==> config.mk <==
export PLATFORM = sky130hd
export DESIGN_NAME = dtw_ctrl
export DESIGN_NICKNAME = d
export VERILOG_FILES = /design/src/rtl/core/dtw_pkg.sv /design/src/rtl/core/dtw_ctrl.sv
export SDC_FILE = /design/constraint.sdc
export NUM_CORES = 1
export LEC_CHECK = 0
export ABC_AREA = 1
export BUFFER_PORTS_ARGS = -buffer_cell sky130_fd_sc_hd__buf_4
export CORE_MARGIN = 1.5
export CORE_UTILIZATION = 25
export CTS_BUF_LIST = sky130_fd_sc_hd__clkbuf_4 sky130_fd_sc_hd__clkbuf_8 sky130_fd_sc_hd__clkbuf_16
export CTS_CLUSTER_DIAMETER = 80
export DETAILED_ROUTE_END_ITERATION = 8
export SLEW_MARGIN = 5
export SYNTH_ARGS = -nofsm -noshare
export SYNTH_HDL_FRONTEND = slang
export SYNTH_SLANG_ARGS = --single-unit
==> constraint.sdc <==
create_clock -name clk -period 2.27 [get_ports clk]
set_clock_uncertainty 0.1 [all_clocks]
set_input_delay 0.454 -clock clk [delete_from_list [all_inputs] [get_ports clk]]
set_output_delay 0.454 -clock clk [all_outputs]
set_load 0.03 [all_outputs]
==> src/rtl/core/dtw_pkg.sv <==
// Shared types and constants for the depth triangle warp block.
// Used by dtw_ctrl, dtw_dp and depth_triangle_warp_max; depends on nothing.
`timescale 1ns / 1ps

package dtw_pkg;

    localparam int FRAME_W = 64;
    localparam int FRAME_H = 64;
    localparam int EDGE    = 4;
    localparam int STORE_W = FRAME_W + 2 * EDGE;
    localparam int STORE_H = FRAME_H + 2 * EDGE;
    localparam int STORE_N = STORE_W * STORE_H;
    localparam int AW      = $clog2(STORE_N);

    // Datapath widths: corner positions, edge deltas, multiplier operands,
    // product, accumulator, box coordinates, divider remainder and divisor.
    localparam int VW   = 21;
    localparam int DW   = 23;
    localparam int MW   = 26;
    localparam int PW   = 2 * MW;
    localparam int ACCW = 48;
    localparam int BW   = 15;
    localparam int RW   = 42;
    localparam int DSW  = 40;

    localparam logic [15:0] EMPTY_DEPTH = 16'h8000;
    localparam logic [12:0] RAISED_MAX  = 13'h1FFF;

    localparam logic [1:0] OP_SPLAT = 2'd0;
    localparam logic [1:0] OP_READ  = 2'd1;
    localparam logic [1:0] OP_CLEAR = 2'd2;
    localparam logic [1:0] OP_NONE  = 2'd3;

    localparam logic [2:0] CFG_FRAME_WIDTH  = 3'd0;
    localparam logic [2:0] CFG_FRAME_HEIGHT = 3'd1;
    localparam logic [2:0] CFG_DISP_X       = 3'd2;
    localparam logic [2:0] CFG_DISP_Y       = 3'd3;
    localparam logic [2:0] CFG_AREA_LIMIT   = 3'd4;

    typedef enum logic [4:0] {
        CMD_NOP, CMD_LOAD, CMD_CLR, CMD_SMUL, CMD_SWR, CMD_TRI,
        CMD_A1, CMD_A2, CMD_A3, CMD_PD,
        CMD_E1, CMD_E2, CMD_E3, CMD_E4, CMD_E5, CMD_E6,
        CMD_N1, CMD_N2, CMD_N3, CMD_N4,
        CMD_DINIT, CMD_DIV, CMD_WR, CMD_NEXT,
        CMD_READ, CMD_CLEAR, CMD_FIN
    } cmd_op_t;

    typedef struct packed {
        cmd_op_t    op;
        logic [3:0] idx;
        logic       tri_sel;
    } dp_cmd_t;

    typedef struct packed {
        logic [1:0] opcode;
        logic       area_skip;
        logic       box_empty;
        logic       covered;
        logic       last_x;
        logic       last_y;
        logic       clr_last;
        logic       out_busy;
    } dp_status_t;

endpackage

==> src/rtl/core/dtw_ctrl.sv <==
// Sequencer for the depth triangle warp block: issues one datapath command per cycle.
// Depends on dtw_pkg.
`timescale 1ns / 1ps

module dtw_ctrl
    import dtw_pkg::*;
(
    input  logic       clk,
    input  logic       rst_n,
    input  logic       in_valid,
    output logic       in_ready,
    input  dp_status_t status,
    output dp_cmd_t    cmd
);

    typedef enum logic [27:0] {
        ST_CLR   = 28'h0000001,
        ST_IDLE  = 28'h0000002,
        ST_SMUL  = 28'h0000004,
        ST_SWR   = 28'h0000008,
        ST_TRI   = 28'h0000010,
        ST_A1    = 28'h0000020,
        ST_A2    = 28'h0000040,
        ST_A3    = 28'h0000080,
        ST_TCHK  = 28'h0000100,
        ST_PD    = 28'h0000200,
        ST_E1    = 28'h0000400,
        ST_E2    = 28'h0000800,
        ST_E3    = 28'h0001000,
        ST_E4    = 28'h0002000,
        ST_E5    = 28'h0004000,
        ST_E6    = 28'h0008000,
        ST_CHK   = 28'h0010000,
        ST_N1    = 28'h0020000,
        ST_N2    = 28'h0040000,
        ST_N3    = 28'h0080000,
        ST_N4    = 28'h0100000,
        ST_DINIT = 28'h0200000,
        ST_DIV   = 28'h0400000,
        ST_WR    = 28'h0800000,
        ST_NEXT  = 28'h1000000,
        ST_READ  = 28'h2000000,
        ST_CLEAR = 28'h4000000,
        ST_FIN   = 28'h8000000
    } state_t;

    state_t     state_reg, state_next;
    logic [3:0] step_reg, step_next;
    logic       tri_reg, tri_next;

    assign in_ready    = (state_reg == ST_IDLE);

    always_ff @(posedge clk or negedge rst_n)
    begin
        if (!rst_n)
        begin
            state_reg <= ST_CLR;
            step_reg  <= 4'd0;
            tri_reg   <= 1'b0;
        end
        else
        begin
            state_reg <= state_next;
            step_reg  <= step_next;
            tri_reg   <= tri_next;
        end
    end

    always_comb
    begin
        state_next  = state_reg;
        step_next   = step_reg;
        tri_next    = tri_reg;
        cmd.op      = CMD_NOP;
        cmd.idx     = step_reg;
        cmd.tri_sel = tri_reg;
        case (state_reg)
            ST_CLR:
            begin
                cmd.op = CMD_CLR;
                if (status.clr_last)
                    state_next = ST_IDLE;
            end
            ST_IDLE:
            begin
                if (in_valid)
                begin
                    cmd.op     = CMD_LOAD;
                    step_next  = 4'd0;
                    tri_next   = 1'b0;
                    state_next = ST_FIN;
                    case (status.opcode)
                        OP_SPLAT: state_next = ST_SMUL;
                        OP_READ:  state_next = ST_READ;
                        OP_CLEAR: state_next = ST_CLEAR;
                        default:  state_next = ST_FIN;
                    endcase
                end
            end
            ST_SMUL:
            begin
                cmd.op     = CMD_SMUL;
                state_next = ST_SWR;
            end
            ST_SWR:
            begin
                cmd.op = CMD_SWR;
                if (step_reg == 4'd7)
                begin
                    step_next  = 4'd0;
                    state_next = ST_TRI;
                end
                else
                begin
                    step_next  = step_reg + 4'd1;
                    state_next = ST_SMUL;
                end
            end
            ST_TRI:  begin cmd.op = CMD_TRI; state_next = ST_A1; end
            ST_A1:   begin cmd.op = CMD_A1;  state_next = ST_A2; end
            ST_A2:   begin cmd.op = CMD_A2;  state_next = ST_A3; end
            ST_A3:   begin cmd.op = CMD_A3;  state_next = ST_TCHK; end
            ST_TCHK:
            begin
                if (status.area_skip || status.box_empty)
                begin
                    tri_next   = 1'b1;
                    state_next = tri_reg ? ST_FIN : ST_TRI;
                end
                else
                    state_next = ST_PD;
            end
            ST_PD:   begin cmd.op = CMD_PD; state_next = ST_E1; end
            ST_E1:   begin cmd.op = CMD_E1; state_next = ST_E2; end
            ST_E2:   begin cmd.op = CMD_E2; state_next = ST_E3; end
            ST_E3:   begin cmd.op = CMD_E3; state_next = ST_E4; end
            ST_E4:   begin cmd.op = CMD_E4; state_next = ST_E5; end
            ST_E5:   begin cmd.op = CMD_E5; state_next = ST_E6; end
            ST_E6:   begin cmd.op = CMD_E6; state_next = ST_CHK; end
            ST_CHK:  state_next = status.covered ? ST_N1 : ST_NEXT;
            ST_N1:   begin cmd.op = CMD_N1; state_next = ST_N2; end
            ST_N2:   begin cmd.op = CMD_N2; state_next = ST_N3; end
            ST_N3:   begin cmd.op = CMD_N3; state_next = ST_N4; end
            ST_N4:   begin cmd.op = CMD_N4; state_next = ST_DINIT; end
            ST_DINIT:
            begin
                cmd.op     = CMD_DINIT;
                step_next  = 4'd0;
                state_next = ST_DIV;
            end
            ST_DIV:
            begin
                cmd.op    = CMD_DIV;
                step_next = step_reg + 4'd1;
                if (step_reg == 4'd15)
                    state_next = ST_WR;
            end
            ST_WR:   begin cmd.op = CMD_WR; state_next = ST_NEXT; end
            ST_NEXT:
            begin
                cmd.op = CMD_NEXT;
                if (status.last_x && status.last_y)
                begin
                    tri_next   = 1'b1;
                    state_next = tri_reg ? ST_FIN : ST_TRI;
                end
                else
                    state_next = ST_PD;
            end
            ST_READ:  begin cmd.op = CMD_READ;  state_next = ST_FIN; end
            ST_CLEAR: begin cmd.op = CMD_CLEAR; state_next = ST_FIN; end
            ST_FIN:
            begin
                if (!status.out_busy)
                begin
                    cmd.op     = CMD_FIN;
                    state_next = ST_IDLE;
                end
            end
            default: state_next = ST_IDLE;
        endcase
    end

    // A result is only loaded when the output register is free.
    assert property (@(posedge clk) disable iff (!rst_n)
        (cmd.op == CMD_FIN) |-> !status.out_busy)
        else $error("result loaded into a busy output register");

    // An accepted transaction always leaves the idle state.
    assert property (@(posedge clk) disable iff (!rst_n)
        (in_valid && in_ready) |=> !in_ready)
        else $error("input accepted twice in a row");

    // Nothing but the clearing sweep runs until the store is initialized.
    assert property (@(posedge clk) disable iff (!rst_n)
        (state_reg == ST_CLR) |-> (cmd.op == CMD_CLR && !in_ready))
        else $error("activity during clearing sweep");

endmodule

Yosys cells after proc, flatten, opt, wreduce, memory -nomap -nowiden
Index checks and enable logic that the tools add are counted.
Widths: inputs -> output; s select.

word-level totals
  flip-flop bits (word level) = 33
  output and inout port bits = 11

operators by class
  add/subtract/negate cells = 1
  equality and inequality tests = 38
  muxes and demuxes = 21
  reduce and logical (&&, ||, !) cells = 9

operators with widths
  cell                  count
  $pmux 28 s27          1
  $mux 28               7
  $pmux 5 s26           1
  $pmux 28 s3           1
  $eq 28x1->1 const B   1
  $eq 28x10->1 const B  1
  $eq 28x11->1 const B  1
  $eq 28x12->1 const B  1
  $eq 28x13->1 const B  1
  $eq 28x14->1 const B  1
  $eq 28x15->1 const B  1
  $eq 28x16->1 const B  1
  $eq 28x17->1 const B  1
  $eq 28x18->1 const B  1
  $eq 28x19->1 const B  1
  $eq 28x2->1 const B   1
  $eq 28x20->1 const B  1
  $eq 28x21->1 const B  1
  $eq 28x22->1 const B  1
  $eq 28x23->1 const B  1
  $eq 28x24->1 const B  1
  $eq 28x25->1 const B  1
  $eq 28x26->1 const B  1
  $eq 28x27->1 const B  1
  28 further kinds      39

Logic depth before layout (Yosys ltp)
Gate-level depths: netlist (run 1).

  depth in word-level cells = 4
  gate-level depth with buffers = 13
  mapped depth without buffers = 13

Least setup slack after synthesis (run 1)
No wires, ideal clock.

  kind = register to output
  start = reg state_reg[5]
  end = out cmd[8] (netlist name)
  arrival = 1,586 ps
  path slack = 130 ps
  stages on the path, launching flop included = 8
  path buffers = 0
  cells stage by stage = dfrtp_1 > nor2_1 > nand2_2 > nor2_4 > nand3_1 > inv_1 > nand2_1 > o2111ai_1

RTL lines
  element                 line            text
  start, declared         dtw_ctrl.sv:47  state_t state_reg, state_next;
  start signal, assigned  dtw_ctrl.sv:63  state_reg <= state_next;
  end, declared           dtw_ctrl.sv:13  output dp_cmd_t cmd

==> results.json, run 1 <==
{
  "drc_errors": 0,
  "start_util_pct": 25.5,
  "crit_slowest_cell": "dfrtp_1",
  "synthFlopType": "dfrtp_1",
  "cts_hold_buf": 0,
  "clk_latency_ns": 0.29,
  "numCtsBuffers": 5,
  "crit_chain": "nor2_2 -> nand2_2 -> nor2_4 -> buf_4 -> nand3_1 -> o21ai_2 -> nor2_1 -> nand4_1 -> buf_6",
  "crit_buf_inv": 2,
  "setup_viol": 5,
  "synth_area_leaders": "dfrtp_1, nand2_1, nor2_1",
  "largest_reg_flops": 28,
  "io_pins": 23,
  "area_growth_pct": 39.9,
  "gp_congestion": 0.919,
  "yosysTopAreaCellShare_pct": 34.4,
  "crit_family": "simple AND/OR/NAND/NOR gates",
  "die_area_sq_um": 9910,
  "num_antenna_cells": 0,
  "whs_ns": 0.00825,
  "arrival_ns": 1.96,
  "synthMostInstantiatedCell": "nand2_1",
  "maxSlewHeadroom_pct": 69.0,
  "crit_fanout": 4,
  "tritoncts": "built",
  "finalCoreUtilization_pct": 35.6,
  "grt_max_degree": 34,
  "dp_worst_setup_slack_ns": 0.0191,
  "fmax_mhz": 398,
  "syn_area_sq_um": 2330,
  "drive_above_1_share_pct": 40.5,
  "place_inst": 490,
  "via_count": 2380,
  "tns_ns": -0.973,
  "vias_per_cell": 4.48,
  "clk_pin_slew_ns": 0.07,
  "rsz0062_at_grt": "true",
  "grt_pass1_vias": 2310,
  "ys_top_cells_by_count": "nand2_1, nor2_1, inv_1",
  "drv_cap": 0,
  "first_pass_iters": 4,
  "path_class": "reg -> out",
  "dp_hpwl_mm": 4.88,
  "violations": "setup timing",
  "die_height_um": 99.6,
  "wl_mm": 6.68,
  "async_reset_ff_share_pct": 100,
  "yosys_warnings": 0,
  "ys_seq_area_share_pct": 35.5,
  "grt_overflow_total": 0,
  "power.leakage_nw": 1.72,
  "status": "finished, violations left",
  "finalHoldViolCount": 0,
  "pwr_density_cell_nw_per_um2": 784,
  "crit_required_ns": 1.72,
  "antenna_found_initial": 0,
  "worst_setup_path_end_kind": "output port",
  "fin_cells": 531,
  "fin_crit_sh_pct": 111,
  "synth-edff-count": 0,
  "numClockSinks": 33,
  "drt_iter0_drc": 138,
  "grt_pass1_wl_mm": 10.7,
  "tightest_slew_ns": 0.461,
  "p_total_mw": 2.56,
  "yosysTopAreaCell": "dfrtp_1",
  "chipWidth_um": 99.6,
  "rows": 35,
  "cpPeakStageDelay_ns": 0.39,
  "worst_slack_ns": -0.241,
  "final_nets": 432,
  "wl_per_cell_um": 12.6,
  "min_period_ns": 2.51,
  "post_dp_cell_area_sq_um": 2690,
  "core_sq_um": 9150,
  "cp-start-kind": "flop",
  "htree_levels": 2,
  "fillers": 975,
  "clockBufferDepth": 2,
  "ant_nets": 0,
  "ir_drop_v": 0.000449,
  "syn_inst": 349,
  "syn-num-nets": 362,
  "final_area_sq_um": 3260,
  "ys_ff_latch": 33,
  "port_buffers": 22,
  "synth.distinct_cells": 32,
  "syn_avg_cell_area_sq_um": 6.68,
  "cts_root_buffer": "clkbuf_8",
  "min_path_type": "in -> async",
  "grtUsageTotal_pct": 13.7,
  "drv_slew": 0
}
-- worst register-to-register path: stages, from the launching register on --
cell	delay [ns]
dfrtp_1	0.41
nor2_2	0.14
nand2_2	0.09
inv_2	0.09
nand2_4	0.08
nor2_8	0.17
buf_6	0.17
buf_4	0.14
buf_4	0.11
nand3b_1	0.10
nand3_1	0.12
nor2_2	0.05
nand3_1	0.08
nand2_1	0.05
-- report_power, final --
part           internal, mW  switching [mW]  total (mW)
combinational         0.539           0.880        1.42
sequential            0.628          0.0427       0.671
clock                 0.241           0.228       0.469
total                  1.41            1.15        2.56
-- cell type report --
class | instances | area (sq um) | share of cell area [%]
Timing Repair Buffer | 66 | 529 | 16.2
Clock inverter | 1 | 7.51 | 0.230
Inverter | 66 | 253 | 7.75
Clock buffer | 7 | 83.8 | 2.57
Tap cell | 111 | 139 | 4.26
Multi-Input combinational cell | 247 | 1420 | 43.6
Sequential cell | 33 | 827 | 25.4
-- worst paths after layout --
check                                     startpoint                  endpoint  slack (ns)  cells past startpoint
hold reg to reg                  tri_reg$_DFFE_PN0P_  state_reg[4]$_DFFE_PN0P_        0.41                      1
setup reg to reg           state_reg[21]$_DFFE_PN0P_  state_reg[1]$_DFFE_PN0P_        0.25                     13
setup / recovery           state_reg[15]$_DFFE_PN0P_                    cmd[7]       -0.24                      9
max in group asynchronous                      rst_n  state_reg[0]$_DFFE_PN1P_        1.71                      1
min in group clk                           status[6]  state_reg[9]$_DFFE_PN0P_        0.26                      2
hold / removal                                 rst_n   step_reg[0]$_DFFE_PN0P_       0.008                      1
-- kinds of logic (layout without fill, tap and decap cells) --
logic type / count (synthesis) / count (layout) / share of synthesized area (%)
simple gates: 224 / 224 / 45.7
fa+ha+maj: 1 / 1 / 0.537
buf+inv: 69 / 140 / 11.9
xor+xnor: 2 / 2 / 0.752
compound gates: 20 / 20 / 5.58
flops: 33 / 33 / 35.5
-- metal layers --
layer	share of wire (%)	track usage, %
met5	0	0
met4	1.5	5.09
met3	4.7	2.81
met2	46	21.3
met1	47	18.8
-- cell usage in the layout, fill, tap and decap left out, drive strengths merged --
cell,n
nand3,21
o2111ai,1
a21oi,7
o21ai,9
xor2,1
o32ai,1
nand4,9
buf,66
o22ai,1
clkinvlp,1
nor3,14
nand3b,1
nor3b,1
xnor2,1
a211oi,1
nor2,84
inv,66
nand2,94
ha,1
dfrtp,32
dfstp,1
clkbuf,7
-- repair_timing --
action | in CTS | in global routing
buffers inserted | 26 | 7
setup endpoints to repair | 6 | 6
gates resized for setup | 41 | 31
pin swaps | 16 | 21
Note: power is estimated with default switching activity, not from simulation.
==> run 2, diff against run 1 <==
--- a/config.mk
+++ b/config.mk
@@ -9,4 +9,3 @@
 export BUFFER_PORTS_ARGS = -buffer_cell sky130_fd_sc_hd__buf_4
-export CORE_MARGIN = 1.5
-export CORE_UTILIZATION = 25
+export CORE_UTILIZATION = 59
 export CTS_BUF_LIST = sky130_fd_sc_hd__clkbuf_4 sky130_fd_sc_hd__clkbuf_8 sky130_fd_sc_hd__clkbuf_16
@@ -14,2 +13,3 @@
 export DETAILED_ROUTE_END_ITERATION = 8
+export PLACE_DENSITY = 0.8
 export SLEW_MARGIN = 5
--- a/constraint.sdc
+++ b/constraint.sdc
@@ -4,2 +4,2 @@
 set_output_delay 0.454 -clock clk [all_outputs]
-set_load 0.03 [all_outputs]
+set_load 0.1 [all_outputs]
==> run 2 against run 1 <==
Net effect: the run ends with hold timing, setup timing left; register-to-register slack worse by 0.12 ns; worst setup slack got worse by 0.21 ns; count of clock-buffer cells in the layout unchanged; via count up 21%; final cell count down 7.9%; critical endpoint unchanged; largest cell class unchanged.
==> results.json, run 2 (synthesized netlist as in run 1, its figures left out) <==
{
  "chipWidth_um": 64.9,
  "reg2regPathDepth": 11,
  "drv_cap": 0,
  "drt_iter0_drc": 390,
  "grt_pass1_wl_mm": 11.4,
  "grt_max_degree": 34,
  "largest_reg_flops": 28,
  "cp-start-kind": "flop",
  "mostFrequentLayoutCells": "buf_4, nand2_1, nor2_1, inv_1, dfrtp_1",
  "drv_slew": 0,
  "final_nets": 453,
  "whs_ns": -0.0174,
  "worst_slack_ns": -0.448,
  "p_total_mw": 3.36,
  "core_sq_um": 3720,
  "setup_viol": 6,
  "die_area_sq_um": 4210,
  "tritoncts": "built",
  "start_util_pct": 62.7,
  "gp_congestion": 0.986,
  "pwr_density_cell_nw_per_um2": 981,
  "arrival_ns": 2.16,
  "maxSlewHeadroom_pct": 69.2,
  "wl_mm": 8.62,
  "finalCoreUtilization_pct": 92.1,
  "crit_required_ns": 1.72,
  "path_class": "reg -> out",
  "power.leakage_nw": 1.88,
  "min_period_ns": 2.72,
  "numClockSinks": 33,
  "clockBufferDepth": 2,
  "grt_pass1_vias": 2626,
  "tightest_slew_ns": 0.459,
  "cts_root_buffer": "clkbuf_8",
  "io_pins": 23,
  "numCtsBuffers": 5,
  "dp_hpwl_mm": 4.74,
  "worst_setup_path_end_kind": "output port",
  "clk_pin_slew_ns": 0.07,
  "num_antenna_cells": 0,
  "area_growth_pct": 46.8,
  "rows": 22,
  "final_common_cell": "buf_4",
  "antenna_found_initial": 0,
  "wl_per_cell_um": 17.6,
  "die_height_um": 64.9,
  "min_path_type": "in -> async",
  "finalHoldViolCount": 32,
  "grtUsageTotal_pct": 36.4,
  "htree_levels": 2,
  "fin_crit_sh_pct": 120,
  "rsz0062_at_grt": "true",
  "r2r_slack_ns": 0.13,
  "first_pass_iters": 9,
  "status": "finished, violations left",
  "via_count": 2891,
  "vias_per_cell": 5.91,
  "ant_nets": 0,
  "port_buffers": 22,
  "grt_overflow_total": 0,
  "r2r_end": "state_reg[4]$_DFFE_PN0P_",
  "cts_hold_buf": 0,
  "fmax_mhz": 368,
  "violations": "hold timing, setup timing",
  "ir_drop_v": 0.00122,
  "drc_errors": 0,
  "clk_latency_ns": 0.30,
  "drive_above_1_share_pct": 42.0,
  "crit_fanout": 4,
  "r2r_start": "state_reg[13]$_DFFE_PN0P_"
}
## run 2: cell types whose count changed in the layout (fill, tap and decap cells not counted), sizes merged
cell / before / now
buf: 66 / 87
bufinv: 0 / 1
clkinvlp: 1 / 0
## run 2: how the worst max path moves through the flow
stage | start | to | slack (ns) | depth (start not counted)
finish | state_reg[13]$_DFFE_PN0P_ | cmd[7] | -0.45 | 9
global route | state_reg[13]$_DFFE_PN0P_ | cmd[5] | -0.51 | 10
CTS | state_reg[11]$_DFFE_PN0P_ | cmd[7] | -0.27 | 10
detailed placement | state_reg[13]$_DFFE_PN0P_ | cmd[5] | -0.08 | 10
global placement | state_reg[20]$_DFFE_PN0P_ | cmd[8] | 0.007 | 11
floorplan | state_reg[0]$_DFFE_PN1P_ | cmd[5] | -0.34 | 9
## run 2: cell type report
| cell class | instances | area (sq um) |
|---|---|---|
| Fill cell | 150 | 295 |
| Tap cell | 48 | 60.1 |
| Clock inverter | 1 | 30.0 |
| Multi-Input combinational cell | 247 | 1420 |
| Inverter | 66 | 255 |
| Clock buffer | 7 | 90.1 |
| Sequential cell | 33 | 827 |
| Timing Repair Buffer | 87 | 739 |
## run 2: critical path, stage by stage (launching register included)
cell	delay, ns
dfrtp_1	0.44
nor2_4	0.16
nand2_2	0.10
nor2_4	0.24
buf_6	0.14
nand3_1	0.12
nor2_2	0.17
nor2_1	0.09
nand4_1	0.17
buf_8	0.22
## run 2: timing repair
action,4_1_cts,5_1_grt
resized for setup,42,32
pin swaps,9,21
cloned,0,0
buffers inserted,11,6
setup endpoints to repair,6,6
## run 2: per-stage QoR
step	hold WS, ns	instances	setup slack, ns	TNS, ns	instance area (sq um)
6_report	-0.0174	489	-0.448	-2.04	3420
5_1_grt	0.0148	489	-0.512	-2.43	3420
4_1_cts	0.000259	483	-0.270	-1.21	3260
3_5_place_dp	0.316	464	-0.0788	-0.163	2910
3_3_place_gp	0.314	464	0.00732	0	2910
2_1_floorplan	0.0584	349	-0.340	-0.867	2350
## run 2: routing by layer
metal / global-route usage (%) / vias to the layer above / part of all wire, %
li1: - / 1260 / -
met4: 19.7 / 0 / 6.6
met2: 63.0 / 234 / 48
met3: 8.80 / 71 / 9.7
met1: 40.7 / 1326 / 36
met5: 0 / - / 0
## run 2: where the power goes
part / internal [mW] / total [mW] / leakage (nW) / switching (mW)
combinational: 0.775 / 2.08 / 1.36 / 1.31
clock: 0.370 / 0.600 / 0.0619 / 0.231
sequential: 0.628 / 0.676 / 0.453 / 0.0472
